<file path="config.mk">
export PLATFORM = sky130hd
export DESIGN_NAME = pdjr_axis
export DESIGN_NICKNAME = d
export VERILOG_FILES = /design/src/sv/pdjr_pkg.sv /design/src/sv/pdjr_axis.sv
export SDC_FILE = /design/constraint.sdc
export NUM_CORES = 2
export LEC_CHECK = 0
export BUFFER_PORTS_ARGS = -buffer_cell sky130_fd_sc_hd__buf_4
export CORE_MARGIN = 2
export CORE_UTILIZATION = 60
export CTS_BUF_LIST = sky130_fd_sc_hd__clkbuf_2
export CTS_CLUSTER_DIAMETER = 150
export CTS_CLUSTER_SIZE = 28
export DETAILED_ROUTE_END_ITERATION = 8
export HOLD_SLACK_MARGIN = 0.02
export MAX_ROUTING_LAYER = met4
export PLACE_DENSITY = 0.76
export RECOVER_POWER = 100
export REMOVE_ABC_BUFFERS = 1
export SYNTH_ARGS = -nofsm -noshare
export SYNTH_HDL_FRONTEND = slang
export SYNTH_SLANG_ARGS = --single-unit
</file>
<file path="constraint.sdc">
create_clock -name clk_i -period 9.43 [get_ports clk_i]
set_clock_uncertainty 0.2 [all_clocks]
set_input_delay 0.4715 -clock clk_i [delete_from_list [all_inputs] [get_ports clk_i]]
set_output_delay 0.4715 -clock clk_i [all_outputs]
set_load 0.05 [all_outputs]
</file>
<file path="src/sv/pdjr_pkg.sv">
`timescale 1ns / 1ps

package pdjr_pkg;

  localparam int unsigned MAX_AXES    = 6;
  localparam int unsigned DEF_AXES    = 6;
  localparam int unsigned LINEAR_AXES = 3;
  localparam int unsigned HIST_DEPTH  = 3;

  // pipeline: input, sum, magnitude, products, scale, divide, clamp, jump test
  localparam int unsigned NSTAGE = 8;

  localparam int unsigned DATA_W  = 32;
  localparam int unsigned RATE_W  = 27;
  localparam int unsigned LIMIT_W = 31;
  localparam int unsigned ADDR_W  = 4;
  localparam int unsigned SUM_W   = 38;
  localparam int unsigned MAG_W   = SUM_W - 1;

  localparam logic [RATE_W-1:0]  RATE_RST    = 27'd655360;
  localparam logic [LIMIT_W-1:0] LIN_LIM_RST = 31'd4588;
  localparam logic [LIMIT_W-1:0] ANG_LIM_RST = 31'd1966;

  // rounding offset for the divide by 6 * 2^16
  localparam logic [63:0] HALF_DIV = 64'd196608;
  // 2^16 = 3 * 21845 + 1
  localparam logic [31:0] THIRD_OF_64K = 32'd21845;
  // ceil(2^19 / 3), exact for dividends below 2^19
  localparam logic [35:0] RECIP3 = 36'd174763;

  typedef enum logic [1:0] {
    REG_SAMPLE_RATE = 2'd0,
    REG_LIN_LIMIT   = 2'd1,
    REG_ANG_LIMIT   = 2'd2
  } cfg_reg_e;

  typedef struct packed {
    logic signed [DATA_W-1:0] pos_x;
    logic signed [DATA_W-1:0] pos_y;
    logic signed [DATA_W-1:0] pos_z;
    logic signed [DATA_W-1:0] roll;
    logic signed [DATA_W-1:0] pitch;
    logic signed [DATA_W-1:0] yaw;
  } in_t;

  typedef struct packed {
    logic signed [DATA_W-1:0] vel_x;
    logic signed [DATA_W-1:0] vel_y;
    logic signed [DATA_W-1:0] vel_z;
    logic signed [DATA_W-1:0] rate_roll;
    logic signed [DATA_W-1:0] rate_pitch;
    logic signed [DATA_W-1:0] rate_yaw;
    logic [MAX_AXES-1:0]      held_mask;
  } out_t;

  typedef struct packed {
    logic [NSTAGE-1:0] vld;
    logic [NSTAGE-1:0] adv;
  } pipe_ctrl_t;

endpackage

</file>
<file path="src/sv/pdjr_axis.sv">
`timescale 1ns / 1ps

module pdjr_axis (
  input  logic                                  clk_i,
  input  logic                                  rst_ni,
  input  pdjr_pkg::pipe_ctrl_t                  ctrl_i,
  input  logic signed [pdjr_pkg::DATA_W-1:0]    sample_i,
  input  logic [pdjr_pkg::RATE_W-1:0]           rate_i,
  input  logic [pdjr_pkg::LIMIT_W-1:0]          limit_i,
  output logic signed [pdjr_pkg::DATA_W-1:0]    vel_o,
  output logic                                  held_o
);
  import pdjr_pkg::*;

  logic signed [DATA_W-1:0] hist_q [HIST_DEPTH];
  logic signed [DATA_W-1:0] prev_q;

  // stage 1: six times the weighted difference
  logic signed [SUM_W-1:0] e0, e1, e2, e3;
  logic signed [SUM_W-1:0] s_d, s_q;

  assign e0 = SUM_W'(sample_i);
  assign e1 = SUM_W'(hist_q[0]);
  assign e2 = SUM_W'(hist_q[1]);
  assign e3 = SUM_W'(hist_q[2]);
  assign s_d = (e0 <<< 3) + (e0 <<< 1) + e0
             - (e1 <<< 4) - (e1 <<< 1)
             + (e2 <<< 3) + e2
             - (e3 <<< 1);

  always_ff @(posedge clk_i or negedge rst_ni) begin
    if (!rst_ni) begin
      for (int k = 0; k < HIST_DEPTH; k++) hist_q[k] <= '0;
    end else if (ctrl_i.adv[1] && ctrl_i.vld[0]) begin
      hist_q[0] <= sample_i;
      for (int k = 1; k < HIST_DEPTH; k++) hist_q[k] <= hist_q[k-1];
    end
  end

  // stage 2: sign and magnitude
  logic             neg2_q;
  logic [MAG_W-1:0] mag_d, mag_q;

  assign mag_d = s_q[SUM_W-1] ? MAG_W'(-s_q) : MAG_W'(s_q);

  // stage 3: magnitude times rate as two partial products
  logic        neg3_q;
  logic [44:0] pp_hi_d, pp_hi_q;
  logic [45:0] pp_lo_d, pp_lo_q;

  assign pp_hi_d = 45'(mag_q[MAG_W-1:19]) * 45'(rate_i);
  assign pp_lo_d = 46'(mag_q[18:0]) * 46'(rate_i);

  // stage 4: round and drop the fraction; anything at or past 2^34 clamps anyway
  logic        neg4_q, big4_q;
  logic [63:0] prod;
  logic [33:0] t_d, t_q;
  logic        big_d;

  assign prod  = (64'(pp_hi_q) << 19) + 64'(pp_lo_q) + HALF_DIV;
  assign big_d = |prod[63:50];
  assign t_d   = prod[49:16];

  // stage 5: divide by 6 as halve, then split divide by 3
  logic        neg5_q, big5_q;
  logic [32:0] u;
  logic [16:0] uh;
  logic [15:0] ul;
  logic [17:0] v;
  logic [35:0] b;
  logic [31:0] a_d, a_q;
  logic [16:0] qlo_d, qlo_q;

  assign u     = t_q[33:1];
  assign uh    = u[32:16];
  assign ul    = u[15:0];
  assign a_d   = 32'(uh) * THIRD_OF_64K;
  assign v     = 18'(uh) + 18'(ul);
  assign b     = 36'(v) * RECIP3;
  assign qlo_d = b[35:19];

  // stage 6: signed candidate, clamped to the q16.16 range
  logic [32:0]              q;
  logic signed [DATA_W-1:0] cand_d, cand_q;

  assign q = 33'(a_q) + 33'(qlo_q);

  always_comb begin
    if (!neg5_q) begin
      if (big5_q || q > 33'h0_7FFF_FFFF) cand_d = 32'sh7FFF_FFFF;
      else                               cand_d = DATA_W'(q);
    end else begin
      if (big5_q || q > 33'h0_8000_0000) cand_d = 32'sh8000_0000;
      else                               cand_d = DATA_W'(-q);
    end
  end

  // stage 7: jump test against the last emitted value
  logic signed [DATA_W:0] dlt;
  logic [DATA_W:0]        adlt;
  logic                   hold;
  logic signed [DATA_W-1:0] vel_d, vel_q;
  logic                   held_q;

  assign dlt   = (DATA_W+1)'(cand_q) - (DATA_W+1)'(prev_q);
  assign adlt  = dlt[DATA_W] ? (DATA_W+1)'(-dlt) : (DATA_W+1)'(dlt);
  assign hold  = adlt > (DATA_W+1)'(limit_i);
  assign vel_d = hold ? prev_q : cand_q;

  always_ff @(posedge clk_i or negedge rst_ni) begin
    if (!rst_ni) begin
      prev_q <= '0;
    end else if (ctrl_i.adv[7] && ctrl_i.vld[6]) begin
      prev_q <= vel_d;
    end
  end

  always_ff @(posedge clk_i) begin
    if (ctrl_i.adv[1]) s_q <= s_d;
    if (ctrl_i.adv[2]) begin
      neg2_q <= s_q[SUM_W-1];
      mag_q  <= mag_d;
    end
    if (ctrl_i.adv[3]) begin
      neg3_q  <= neg2_q;
      pp_hi_q <= pp_hi_d;
      pp_lo_q <= pp_lo_d;
    end
    if (ctrl_i.adv[4]) begin
      neg4_q <= neg3_q;
      big4_q <= big_d;
      t_q    <= t_d;
    end
    if (ctrl_i.adv[5]) begin
      neg5_q <= neg4_q;
      big5_q <= big4_q;
      a_q    <= a_d;
      qlo_q  <= qlo_d;
    end
    if (ctrl_i.adv[6]) cand_q <= cand_d;
    if (ctrl_i.adv[7]) begin
      vel_q  <= vel_d;
      held_q <= hold;
    end
  end

  assign vel_o  = vel_q;
  assign held_o = held_q;

endmodule

</file>
==> qor.yml <==
floorplan:
  ioPinCount: 141
  die-area_um2: 122000
  fp.coreArea_um2: 118000
  initial_utilization_pct: 60.4
  die_h_um: 349
  rows: 126
  die_x_um: 349
synthesis:
  synth_top_cell_by_area: "fa_1"
  syn_avg_cell_area_um2: 9.63
  synth.area.top_cells: "fa_1, edfxtp_1, ha_1"
  synth_edf_count: 303
  netlist_area_um2: 71300
  yosysSeqAreaShare_pct: 17.3
  syn_inst: 7403
  netlist.area_leader.share_pct: 33.6
  ys_types: 102
  synth-seq-cells: 431
  ys_warn_count: 0
  async_flop_share_pct: 29.7
  ys.flop_type: "edfxtp_1"
layout:
  syn2layout_area_growth_pct: 4.57
  layout_commonest_cell: "inv_1"
  finish.utilization_pct: 63.2
  mostFrequentLayoutCells: "inv_1, fa_1, nand2_1"
  drive_above_1_share_pct: 4.18
  layout.nets: 9452
sta:
  fin_tns_setup_ns: 0
  fmax_mhz: 116
  setup_viol: 0
  period_minus_slack_ns: 8.65
  rsz0062_at_grt: "false"
  maxSlewViolCount: 537
  relSlewSlack_pct: -170
  min_period_over_period_pct: 91.7
  hold_violations: 0
  worst_pin_slew_ns: 4.06
clock_network:
  clock-sinks: 431
  clk_latency_ns: 1.38
  htree_levels: 1
  cts.clk_slew.worst_paths_ns: 0.56
  cts_tree: "yes"
  cts-root-buf: "clkbuf_2"
  cts_buffer_depth: 3
  cts_buffers: 20
drt:
  drc_errors: 0
  via_per_inst: 5.66
  wl_per_cell_um: 18.2
  drt_wl_total_um: 164000
  drt_first_pass_iters: 6
  route.vias.total: 51000
  ant_nets: 0
  dr.first_iter.drc_count: 2973
run_status:
  failed_checks: "max-capacitance violations, max-slew violations"
  status: "finished, violations left"
global_route:
  first_global_vias: 54800
  antenna_found_initial: 6
  grt_pass1_wl_um: 273000
  grt_usage_pct: 28.6
  grt-ovfl-total: 0
  grt_max_degree: 77
placed_design:
  place_congestion: 0.927
  io_buffers: 133
  dp_hpwl_um: 130000
critical_path:
  cp_common_cell: "a21oi_1"
  cp.required_ns: 10.52
  reg2reg_depth: 31
  rrSetupSlack_ns: 0.78
  critPathArrivalTime_ns: 9.74
  worstPathMaxFanout: 6
  critPathMaxStageDelay_ns: 0.66
  endpoint_kind: "register"
  crit_path_start_kind: "register"
  crit_type: "reg -> reg"
  crit_slowest_cell: "edfxtp_1"
flow_run:
  max_cap_violations: 11
worst_hold_path:
  worstHoldPathCells: 6
  hp-class: "in -> reg"
-- timing repair --
item	4_1_cts	5_1_grt
setup buffers	0	0
gates resized for setup	0	0
hold buffers	112	0
hold endpoints to repair	534	0
setup endpoints to repair	0	0
-- cells in the mapped netlist (all sizes together), types with 128 or more instances --
library cell,n
clkbuf,253
o21ai,166
edfxtp,303
a21o,140
xnor2,227
inv,1677
mux2,129
nor2,149
a21oi,239
ha,691
fa,1197
dfrtp,128
nand2,917
and2,336
-- cell families (layout without fill, tap and decap cells) --
family	count (synthesis)	after routing	share of synthesized area, %
fa+ha+maj	1888	1888	45.8
xor+xnor	332	332	4.09
buf+inv	1949	2016	10.4
other cells	0	9	0
simple gates	1786	1786	12.0
compound gates	875	875	8.13
flops	431	431	17.3
mux	142	142	2.37
-- critical path: cells and delay by family (launching register included) --
| kind | cells | cell delay [ns] |
|---|---|---|
| AO/OA/AOI/OAI | 15 | 3.47 |
| XOR/XNOR | 2 | 0.31 |
| adder cells (fa/ha/maj) | 8 | 3.35 |
| buffers and inverters | 4 | 0.20 |
| flip-flops | 1 | 0.66 |
| AND/OR/NAND/NOR | 2 | 0.37 |
-- registers in the layout (all words and copies together) (netlist names), 33 cells and up --
| signal | flops |
|---|---|
| t_q | 33 |
| mag_q | 37 |
| s_q | 38 |
| pp_hi_q | 45 |
-- final timing paths --
kind | start | end
setup / recovery | t_q[17] | qlo_q[16]
hold reg to reg | neg4_q | neg5_q
setup reg to reg | t_q[17] | qlo_q[16]
hold / removal | rate_i[3] | pp_hi_q[3]
max in group asynchronous | rst_ni | e3[2]
min in group asynchronous | rst_ni | prev_q[5]
-- layout make-up --
class / instances / area (um^2)
fillers: 9565 / 43400
repair buffers: 303 / 2340
diodes: 9 / 22.5
clock buffers: 32 / 160
clock inverters: 4 / 60.1
inverters: 1677 / 6290
well taps: 1536 / 1920
flip-flops and latches: 431 / 12300
multi-input cells: 5023 / 51400
-- per-stage QoR --
stage	hold WS, ns	setup slack, ns	area, um^2	std cells
3_5_place_dp	0.208	0.767	73500	8858
3_3_place_gp	0.203	0.829	73500	8858
5_1_grt	0.158	0.194	74500	9015
6_report	0.275	0.780	74500	9015
4_1_cts	0.0430	0.752	74900	9006
2_1_floorplan	-0.0241	1.82	70200	7131
-- per-layer routing --
metal / wire (um) / track usage [%] / vias to the layer above
met2: 83400 / 50.1 / 1614
li1: - / - / 23300
met3: 9360 / 2.91 / 444
met5: 0 / - / -
met4: 6090 / 9.16 / 0
met1: 65600 / 34.9 / 25700
Power is not shown: default switching activity piles up to over one toggle a cycle in this logic, so the estimate is an artifact.
